`src/design/wtfs_pkg.sv`:
```
// Shared widths, unit result structs and the reciprocal table for the
// three-fiber Watson signal block. No dependencies.
package wtfs_pkg;

    localparam int MAX_DIR_DEFAULT = 64;
    localparam int FIBER_DEFAULT   = 3;

    localparam int COMP_W     = 16;
    localparam int K_W        = 16;
    localparam int SQRT_IN_W  = 64;
    localparam int ROOT_W     = 32;
    localparam int DIV_NUM_W  = 48;
    localparam int DIV_DEN_W  = 32;
    localparam int DIV_Q_W    = 16;
    localparam int EXP_ARG_W  = 20;
    localparam int EXP_RES_W  = 17;
    localparam int RAW_W      = 18;
    localparam int SSUM_W     = 48;
    localparam int SIGNAL_W   = 16;
    localparam int IDX_W      = 6;
    localparam int ACTIVE_W   = 7;

    typedef struct packed {
        logic              done;
        logic [ROOT_W-1:0] root;
    } sqrt_res_t;

    typedef struct packed {
        logic               done;
        logic               sat;
        logic [DIV_Q_W-1:0] quot;
    } div_res_t;

    typedef struct packed {
        logic                 done;
        logic [EXP_RES_W-1:0] value;
    } exp_res_t;

    // floor(2^32 / j) for the Taylor term divisors
    function automatic logic [32:0] recip(input logic [3:0] j);
        logic [32:0] r;
        case (j)
            4'd1:    r = 33'd4294967296;
            4'd2:    r = 33'd2147483648;
            4'd3:    r = 33'd1431655765;
            4'd4:    r = 33'd1073741824;
            4'd5:    r = 33'd858993459;
            4'd6:    r = 33'd715827882;
            4'd7:    r = 33'd613566756;
            4'd8:    r = 33'd536870912;
            4'd9:    r = 33'd477218588;
            4'd10:   r = 33'd429496729;
            4'd11:   r = 33'd390451572;
            4'd12:   r = 33'd357913941;
            default: r = 33'd0;
        endcase
        return r;
    endfunction

endpackage

```
`src/design/wtfs_sqrt.sv`:
```
// Bit-pair iterative integer square root, 64-bit operand, 32-bit root.
// Depends on wtfs_pkg.
module wtfs_sqrt import wtfs_pkg::*; (
    input  logic                 aclk,
    input  logic                 aresetn,
    input  logic                 start,
    input  logic [SQRT_IN_W-1:0] operand,
    output sqrt_res_t            res
);

    logic [SQRT_IN_W-1:0] op_reg;
    logic [ROOT_W+1:0]    rem_reg;
    logic [ROOT_W-1:0]    root_reg;
    logic [4:0]           cnt_reg;
    logic                 busy_reg;
    logic                 done_reg;

    logic [ROOT_W+3:0] rem_sh;
    logic [ROOT_W+3:0] trial;
    logic              ge;

    always_comb begin
        rem_sh = {rem_reg, op_reg[SQRT_IN_W-1 -: 2]};
        trial  = {2'b00, root_reg, 2'b01};
        ge     = (rem_sh >= trial);
    end

    always_ff @(posedge aclk) begin
        if (!aresetn) begin
            busy_reg <= 1'b0;
            done_reg <= 1'b0;
            cnt_reg  <= '0;
        end else begin
            done_reg <= 1'b0;
            if (start) begin
                op_reg   <= operand;
                rem_reg  <= '0;
                root_reg <= '0;
                cnt_reg  <= '0;
                busy_reg <= 1'b1;
            end else if (busy_reg) begin
                rem_reg  <= ge ? (ROOT_W+2)'(rem_sh - trial) : rem_sh[ROOT_W+1:0];
                root_reg <= {root_reg[ROOT_W-2:0], ge};
                op_reg   <= op_reg << 2;
                cnt_reg  <= cnt_reg + 5'd1;
                if (cnt_reg == 5'd31) begin
                    busy_reg <= 1'b0;
                    done_reg <= 1'b1;
                end
            end
        end
    end

    assign res.done = done_reg;
    assign res.root = root_reg;

endmodule

```
`config.mk`:
```
export PLATFORM = sky130hd
export DESIGN_NAME = wtfs_sqrt
export DESIGN_NICKNAME = d
export VERILOG_FILES = /design/src/design/wtfs_pkg.sv /design/src/design/wtfs_sqrt.sv
export SDC_FILE = /design/constraint.sdc
export NUM_CORES = 1
export LEC_CHECK = 0
export ABC_AREA = 0
export BUFFER_PORTS_ARGS = -buffer_cell sky130_fd_sc_hd__buf_4
export CORE_MARGIN = 5
export CORE_UTILIZATION = 60
export DETAILED_ROUTE_END_ITERATION = 12
export GPL_TIMING_DRIVEN = 0
export MAX_ROUTING_LAYER = met4
export PLACE_DENSITY = 0.83
export SYNTH_ARGS = -nofsm -noshare
export SYNTH_HDL_FRONTEND = slang
export SYNTH_SLANG_ARGS = --single-unit
```
`constraint.sdc`:
```
create_clock -name aclk -period 10.7 [get_ports aclk]
set_clock_uncertainty 0.2 [all_clocks]
set_input_delay 2.14 -clock aclk [delete_from_list [all_inputs] [get_ports aclk]]
set_output_delay 2.14 -clock aclk [all_outputs]
set_load 0.05 [all_outputs]
```
==> out/results.txt <==
Cell variety after synth: 57
clk buf depth: 2
RSZ-0062 raised after global routing: false
fmax: 238.3 MHz
Final WS setup: 6.503 ns
ys flop type: edfxtp_1
synth top area cells: edfxtp_1, mux2_2, ha_1, nor2_1, mux2i_1
IO Pins: 100
initial DRC count: 425
initial cell density of the core: 61.46%
die height: 121.2 um
Reg clk slew, reported paths: 0.06 ns
max-cap check violation count: 0
fin crit period: 4.197 ns
TritonCTS Sinks: 137
initial antenna violation count: 0
CTS H-tree depth: 4
layout cell share with drive strength beyond 1: 27.96%
flop2flop setup slack: 7.01 ns
I/O Buffers: 98
CTS tree: built
crit-path max FO: 59
Syn. warnings: 0
status: completed
Setup Buffers After CTS: 0
Syn Area/Cell: 12.11 um2
Largest register FFs: 64
routed len/inst: 17.29 um
# rows: 40
Post-Synth XOR/XNOR Area: 4.017%
Die ar.: 14680 um2
post-synthesis sequential area ratio: 54.55%
post-CTS sizing: 0
top cell type's share of synthesized area: 52.66%
CTS root buf: clkbuf_16
Post-DP Area: 8414 um2
Worst slew margin: 52.40%
core footprint: 12060 um2
Final Cell Area: 8952 um2
Worst setup EP type: flop
worst-margin pin slew: 0.7140 ns
worst reg2reg path endpoint: rem_reg[26]
Clk Latency, worst-skew pair: 0.42 ns
pin count of the biggest net entering global routing: 60
largest family of logic cells by synthesized area: multiplexers
fin util: 74.22%
Leakage: 3.749 nW
global-route usage over all layers: 23.26%
Overflow after GRT: 0
DRC Markers: 0
Area Growth Syn to Fin: 20.76%
first-pass GRT wire length: 25760 um
DRT antenna net count: 0
fin nets: 834
Net Count, Synth: 715
Final Total Pwr: 1.552 mW
count of final setup violators: 0
Crit Reg-Reg Startpoint: root_reg[0]
routed vias/inst: 5.621
Routed Wire Length: 15770 um
Worst VDD drop: 0.0001173 V
R2R cell count: 11
commonest cells in the netlist: edfxtp_1, nor2_1, mux2_2
Final Max Slew Viols: 0
dpl ws: 6.077 ns
Final Hold Fails: 0
DP Wirelength: 11330 um
Synth Area in Simple Gates: 8.422%
final worst-path cycle share: 39.22%
compound-gate portion of the synthesized area: 10.57%
cell count after placement: 880
Pre-antenna DRT Iters: 4
synthesized cell area: 7413 um2
leading cell type by number of instances after synthesis: edfxtp_1
startpoint types: input pin
proportion of synthesized area in mux cells: 12.52%
hold_ws: 0.3157 ns
CTS Buf Count: 17
Post-synth EDFFs: 130
cell taking the most area after synthesis: edfxtp_1
WP data arrival: 4.09 ns
Syn Inst Count: 612
Seq cells post-synth: 137
HP Class: reg -> reg
diode count: 0
post-route setup TNS: 0 ns
via count: 5126
GP Congestion: 0.9077
CP required: 10.59 ns
critical path class: in -> reg
worst setup path end: rem_reg[12]
cts hold-fix bufs: 0
Die W: 121.2 um
Critical Path Source: start
fin cells: 912
Power Dens Cells: 173.3 nW/um2
Post-Synth Adder-Cell Area: 6.076%
Synth async-reset ratio: 0%
number of global-route vias before repair: 5308
[layout by cell type (no fill, tap or decap), drive strengths merged, types with 4 or more instances in the layout]
cell and n:
a211oi 4, a21boi 4, a21o 21, a21oi 21
a31oi 4, and3 4, buf 108, clkbuf 39
clkinv 9, dfxtp 7, edfxtp 130, ha 36
inv 45, mux2 62, mux2i 23, nand2 30
nand4 9, nor2 73, o211ai 5, o21a 6
o21ai 16, o21bai 4, o22ai 4, xnor2 22
xor2 12
[worst max-delay path: stages]
cell      delay, ns
clkbuf_1       0.28
clkbuf_1       0.50
o21a_4         0.50
buf_12         0.30
buf_16         0.31
[where the power goes]
part / switching, mW / internal [mW] / total (mW)
logic: 0.201 / 0.151 / 0.352
registers: 0.0180 / 0.642 / 0.660
clock network: 0.222 / 0.318 / 0.540
[worst min-delay path by stage]
| stage | to | cells past startpoint | from | slack [ns] |
|---|---|---|---|---|
| final | cnt_reg[4] | 2 | cnt_reg[4] | 0.32 |
| after global routing | cnt_reg[2] | 2 | cnt_reg[2] | 0.36 |
| after CTS | cnt_reg[4] | 2 | cnt_reg[4] | 0.31 |
| after detailed placement | cnt_reg[4] | 2 | cnt_reg[4] | 0.30 |
| after global placement | cnt_reg[4] | 2 | cnt_reg[4] | 0.29 |
| after floorplan | cnt_reg[4] | 2 | cnt_reg[4] | 0.27 |
[cell type report]
class,count,area (um2)
sequential,137,4044
clock buffer,20,436.7
clock inverter,12,101.3
buffer,27,120.1
multi-input combinational,404,3092
fill,841,3109
timing repair buffer,100,783.3
tap,168,210.2
inverter,44,165.2
[cell families (layout without fill, tap and decap cells)]
kind of cell / Yosys count / in the layout
AOI/OAI and AO/OA: 109 / 109
xor gates and xnor gates: 34 / 34
adders and majority gates: 36 / 36
buffers and inverters: 71 / 203
DFF: 137 / 137
muxes: 85 / 85
and+or+nand+nor: 140 / 140
[metal layers]
layer	wire length (um)	track usage, %	vias up	part of all wire, %
met5	0	-	-	0
met4	255	8.894	0	1.6
met3	1231	7.413	24	7.8
met2	7529	35.88	179	48
met1	6754	28.93	2425	43
li1	-	-	2498	-
(Power assumes the default switching activity.)
