--- config.mk ---
export PLATFORM = sky130hd
export DESIGN_NAME = wtfs_div
export DESIGN_NICKNAME = d
export VERILOG_FILES = /design/src/design/wtfs_pkg.sv /design/src/design/wtfs_div.sv
export SDC_FILE = /design/constraint.sdc
export NUM_CORES = 1
export LEC_CHECK = 0
export ABC_AREA = 1
export BUFFER_PORTS_ARGS = -buffer_cell sky130_fd_sc_hd__buf_2
export CAP_MARGIN = 40
export CORE_ASPECT_RATIO = 1.25
export CORE_MARGIN = 1
export CORE_UTILIZATION = 50
export DETAILED_ROUTE_END_ITERATION = 12
export GPL_TIMING_DRIVEN = 0
export PLACE_DENSITY = 0.82
export SETUP_SLACK_MARGIN = 0.05
export SYNTH_ARGS = -nofsm -noshare
export SYNTH_HDL_FRONTEND = slang
export SYNTH_SLANG_ARGS = --single-unit
--- constraint.sdc ---
create_clock -name aclk -period 3.86 [get_ports aclk]
set_input_delay 0.193 -clock aclk [delete_from_list [all_inputs] [get_ports aclk]]
set_output_delay 0.193 -clock aclk [all_outputs]
set_load 0.005 [all_outputs]
--- src/design/wtfs_pkg.sv ---
// Shared widths, unit result structs and the reciprocal table for the
// three-fiber Watson signal block. No dependencies.
package wtfs_pkg;

    localparam int MAX_DIR_DEFAULT = 64;
    localparam int FIBER_DEFAULT   = 3;

    localparam int COMP_W     = 16;
    localparam int K_W        = 16;
    localparam int SQRT_IN_W  = 64;
    localparam int ROOT_W     = 32;
    localparam int DIV_NUM_W  = 48;
    localparam int DIV_DEN_W  = 32;
    localparam int DIV_Q_W    = 16;
    localparam int EXP_ARG_W  = 20;
    localparam int EXP_RES_W  = 17;
    localparam int RAW_W      = 18;
    localparam int SSUM_W     = 48;
    localparam int SIGNAL_W   = 16;
    localparam int IDX_W      = 6;
    localparam int ACTIVE_W   = 7;

    typedef struct packed {
        logic              done;
        logic [ROOT_W-1:0] root;
    } sqrt_res_t;

    typedef struct packed {
        logic               done;
        logic               sat;
        logic [DIV_Q_W-1:0] quot;
    } div_res_t;

    typedef struct packed {
        logic                 done;
        logic [EXP_RES_W-1:0] value;
    } exp_res_t;

    // floor(2^32 / j) for the Taylor term divisors
    function automatic logic [32:0] recip(input logic [3:0] j);
        logic [32:0] r;
        case (j)
            4'd1:    r = 33'd4294967296;
            4'd2:    r = 33'd2147483648;
            4'd3:    r = 33'd1431655765;
            4'd4:    r = 33'd1073741824;
            4'd5:    r = 33'd858993459;
            4'd6:    r = 33'd715827882;
            4'd7:    r = 33'd613566756;
            4'd8:    r = 33'd536870912;
            4'd9:    r = 33'd477218588;
            4'd10:   r = 33'd429496729;
            4'd11:   r = 33'd390451572;
            4'd12:   r = 33'd357913941;
            default: r = 33'd0;
        endcase
        return r;
    endfunction

endpackage

--- src/design/wtfs_div.sv ---
// Restoring divider, 48-bit numerator by 32-bit divisor, 16 quotient bits;
// flags quotients of 2^16 and more. Depends on wtfs_pkg.
module wtfs_div import wtfs_pkg::*; (
    input  logic                 aclk,
    input  logic                 aresetn,
    input  logic                 start,
    input  logic [DIV_NUM_W-1:0] num,
    input  logic [DIV_DEN_W-1:0] den,
    output div_res_t             res
);

    logic [DIV_DEN_W-1:0] den_reg;
    logic [DIV_DEN_W-1:0] rem_reg;
    logic [DIV_Q_W-1:0]   nsh_reg;
    logic [DIV_Q_W-1:0]   quot_reg;
    logic [3:0]           cnt_reg;
    logic                 busy_reg;
    logic                 done_reg;
    logic                 sat_reg;

    logic [DIV_DEN_W:0] rem_sh;
    logic               ge;

    always_comb begin
        rem_sh = {rem_reg, nsh_reg[DIV_Q_W-1]};
        ge     = (rem_sh >= {1'b0, den_reg});
    end

    always_ff @(posedge aclk) begin
        if (!aresetn) begin
            busy_reg <= 1'b0;
            done_reg <= 1'b0;
            cnt_reg  <= '0;
        end else begin
            done_reg <= 1'b0;
            if (start) begin
                den_reg  <= den;
                rem_reg  <= num[DIV_NUM_W-1:DIV_Q_W];
                nsh_reg  <= num[DIV_Q_W-1:0];
                quot_reg <= '0;
                cnt_reg  <= '0;
                if (num >= {den, {DIV_Q_W{1'b0}}}) begin
                    sat_reg  <= 1'b1;
                    done_reg <= 1'b1;
                end else begin
                    sat_reg  <= 1'b0;
                    busy_reg <= 1'b1;
                end
            end else if (busy_reg) begin
                rem_reg  <= ge ? DIV_DEN_W'(rem_sh - {1'b0, den_reg})
                               : rem_sh[DIV_DEN_W-1:0];
                quot_reg <= {quot_reg[DIV_Q_W-2:0], ge};
                nsh_reg  <= nsh_reg << 1;
                cnt_reg  <= cnt_reg + 4'd1;
                if (cnt_reg == 4'd15) begin
                    busy_reg <= 1'b0;
                    done_reg <= 1'b1;
                end
            end
        end
    end

    assign res.done = done_reg;
    assign res.sat  = sat_reg;
    assign res.quot = quot_reg;

endmodule

==> parameters.txt <==
Parameter                              Value

Final layout
  Inserted Diodes ... 0
  Number of nets in the layout ... 1362
  Fill cell total of the finished layout ... 1471
  Area growth, synth to finish ... 14.4%
  Share of post-route cells with drive strength above 1 ... 13.2%
  Finished Cell Area ... 9080 sq um

STA
  Worst clock skew ... 10.2 ps
  Final clock period utilization by the worst path ... 67.5%
  Maximum frequency from static timing analysis ... 384 MHz
  Min Tclk post-route ... 2610 ps
  Setup violation total in the final timing report ... 0
  Total negative slack for setup checks ... 0 ps
  Fin. max-slew vios ... 0
  Final number of hold-violating endpoints ... 0
  Pin slew with the least headroom to its limit ... 770 ps
  Unrepaired setup endpoints after global routing ... false
  Slew headroom ... 48.6%

Placement
  Half-perimeter wire length of the detailed placement result ... 16400 microns
  GP Congestion ... 0.942
  Placed cell areas ... 8780 sq um
  Number of port buffers ... 100

Yosys
  Mean area per synthesized cell ... 7.22 sq um
  Cell accounting for the most synthesized area ... sky130_fd_sc_hd__edfxtp_1
  Number of synthesized flops with an enable pin ... 97
  Cell with the most instances after synthesis ... sky130_fd_sc_hd__nand2_1
  Fraction of post-synthesis cell area in the top cell type by area ... 36.7%
  Gate count after technology mapping ... 1099
  Proportion of synthesized chip area in sequential cells ... 38.2%
  Nets in the synthesized netlist ... 1248
  Prevailing post-synth register cell ... sky130_fd_sc_hd__edfxtp_1
  Share of synthesized flip-flops with an asynchronous set or reset ... 0%
  Yosys Warn Count ... 0
  Synthesized flop and latch total ... 103
  Dominant cells by area after synthesis ... sky130_fd_sc_hd__edfxtp_1 (37%), sky130_fd_sc_hd__nand2_1 (19%), sky130_fd_sc_hd__ha_1 (10%)
  Count of different cell masters after synthesis ... 34
  Commonest cells in the netlist ... sky130_fd_sc_hd__nand2_1 (409), sky130_fd_sc_hd__inv_1 (214), sky130_fd_sc_hd__edfxtp_1 (97)
  Post-synth design cell area ... 7930 sq um

Die
  Chip Height ... 143 microns
  Area enclosed by the die boundary ... 16400 sq um
  Width of the die ... 115 microns
  Standard cell core area ... 15600 sq um
  Number of rows created at floorplan ... 51
  I/O pins ... 101
  Initial core utilization ... 50.9%

Clock tree
  Clock insertion delay at the later pin of the skew report ... 350 ps
  CTS tree ... yes
  Root cell of the clock tree ... sky130_fd_sc_hd__clkbuf_16
  Number of CTS-inserted buffers ... 9
  Hold buffer count at CTS ... 0
  Number of buffers between clock root and the deepest sink ... 2
  Number of post-CTS setup repair buffers ... 0
  # H-tree levels ... 3
  Clock tree sinks ... 103
  Number of gates given a new drive strength after cts ... 0
  Clock slew at reported path FFs ... 80 ps

Setup path
  Path type of the worst setup path ... reg2reg
  Arrival time reported for the critical path endpoint ... 2720 ps
  Worst Path Max Fanout ... 4
  Nature of the critical path endpoint ... register
  Worst Setup Start Kind ... register
  Required time of the worst setup path ... 3970 ps

Power
  Maximum vdd drop ... 0.000270 V
  Cell Pwr Density ... 369 nW/um^2
  Internal power component ... 2180 uW
  Logic gate share of total power ... 32.2%
  Post-layout total power ... 3350 uW
  Switch Pwr ... 1170 uW
  Part of the total power dissipated in the clock network ... 27.0%
  Sw Share ... 34.8%
  Sequential fraction of design power ... 40.8%
  Cell leakage power ... 0.00486 uW

Drt
  Vias post-DR ... 7210
  Drt initial violations ... 436
  Post-DR vias/cell ... 5.04
  Wirelength per Cell ... 14.1 microns
  Detailed-routing iteration count for the pre-antenna-repair pass ... 5
  Final Routed Wirelength ... 20200 microns
  Number of nets with antenna violations after detailed routing ... 0
  Residual DRC ... 0

Global route
  Wire length of the first global-routing pass ... 32800 microns
  Maximum number of pins on one net before global-route repair ... 29
  Vias in the first global route ... 6957
  Total congestion overflow after global routing ... 0
  Antenna violations before repair ... 0
  Aggregate global-route resource usage ... 26.0%

Worst hold path
  Worst hold-check path type ... in2reg

Run
  MaxCap Viol Count ... 0

Status
  Run status ... complete, no violations
[power groups by stage]
| stage | logic [uW] | clock network (uW) | registers, uW |
|---|---|---|---|
| after detailed placement | 1060 | 0 | 1390 |
| after floorplan | 753 | 0 | 1390 |
| after global routing | 1210 | 949 | 1380 |
| final | 1080 | 905 | 1370 |
| after CTS | 1070 | 913 | 1370 |
| after global placement | 1030 | 0 | 1390 |
[worst max-delay path, cell delays in order, from the launching register on]
cell                       delay (ps)
sky130_fd_sc_hd__edfxtp_1         380
sky130_fd_sc_hd__inv_1            100
sky130_fd_sc_hd__ha_1             160
sky130_fd_sc_hd__inv_1            100
sky130_fd_sc_hd__fa_1             440
sky130_fd_sc_hd__nand3_1          110
sky130_fd_sc_hd__nand3_1          190
sky130_fd_sc_hd__nand2_1          140
sky130_fd_sc_hd__nand2_1          120
sky130_fd_sc_hd__nand2_1           80
sky130_fd_sc_hd__nand2_1          100
sky130_fd_sc_hd__nand2_1          120
sky130_fd_sc_hd__nand2_1           70
sky130_fd_sc_hd__nand2_1           60
sky130_fd_sc_hd__nand3_1           80
sky130_fd_sc_hd__nand2_1           70
sky130_fd_sc_hd__nand2_1           40
[cell families after synthesis]
logic type	after synthesis	synth area share, %
simple gates	616	33.3
fa+ha+maj	66	10.5
flops	103	38.2
compound gates	60	4.09
xor+xnor	14	1.55
buf+inv	240	12.3
[worst paths after layout]
path | startpoint | cells after the start | slack [ps] | endpoint
max | nsh_reg[15] | 16 | 1250 | rem_reg[28]
min | den[5] | 1 | 30 | den_reg[5]
max reg2reg | nsh_reg[15] | 16 | 1250 | rem_reg[28]
min reg2reg | cnt_reg[3] | 2 | 490 | cnt_reg[3]
[stage by stage]
stage                     util (%)  std cells  worst slack, ps  hold WS, ps
after global routing          58.3       1430             1050         13.6
after detailed placement      56.4       1414             1330          385
after CTS                     58.3       1430             1290         20.8
final                         58.3       1430             1250         26.8
after floorplan                  -       1099              908          292
after global placement        55.9       1411            -6.95          385
[cell usage in the layout, fill, tap and decap left out, drive strengths merged]
cell type  synthesis  layout
clkinv             0       4
inv              216     219
or2                1       1
a21oi             42      42
nand2            419     419
xnor2             14      14
and2               3       3
clkbuf             9      18
o21bai             2       2
fa                 1       1
nor3               4       4
nand3             72      72
dfxtp              6       6
o21ai             11      11
nand3b            26      26
nand4             13      13
a31oi              1       1
o21a               2       2
ha                65      65
nor2              74      74
o211ai             1       1
buf               15     118
edfxtp            97      97
a21o               1       1
nor4               4       4
[final cells by class]
cell class	instances	area [sq um]	share of cell area [%]
multi-input combinational	756	3930	43.3
sequential	103	3030	33.4
tap	212	265	2.92
timing repair buffer	103	576	6.34
inverter	216	811	8.93
clock buffer	9	225	2.48
buffer	24	165	1.82
clock inverter	7	67.6	0.744
[layer usage]
| metal | vias to the layer above | share of wire [%] | global-route usage [%] |
|---|---|---|---|
| met5 | - | 0 | 0 |
| met2 | 196 | 49 | 44.5 |
| li1 | 3681 | - | - |
| met1 | 3288 | 42 | 32.4 |
| met3 | 45 | 4.8 | 3.52 |
| met4 | 0 | 4.0 | 12.3 |
Power figures use the tool's default switching activity.
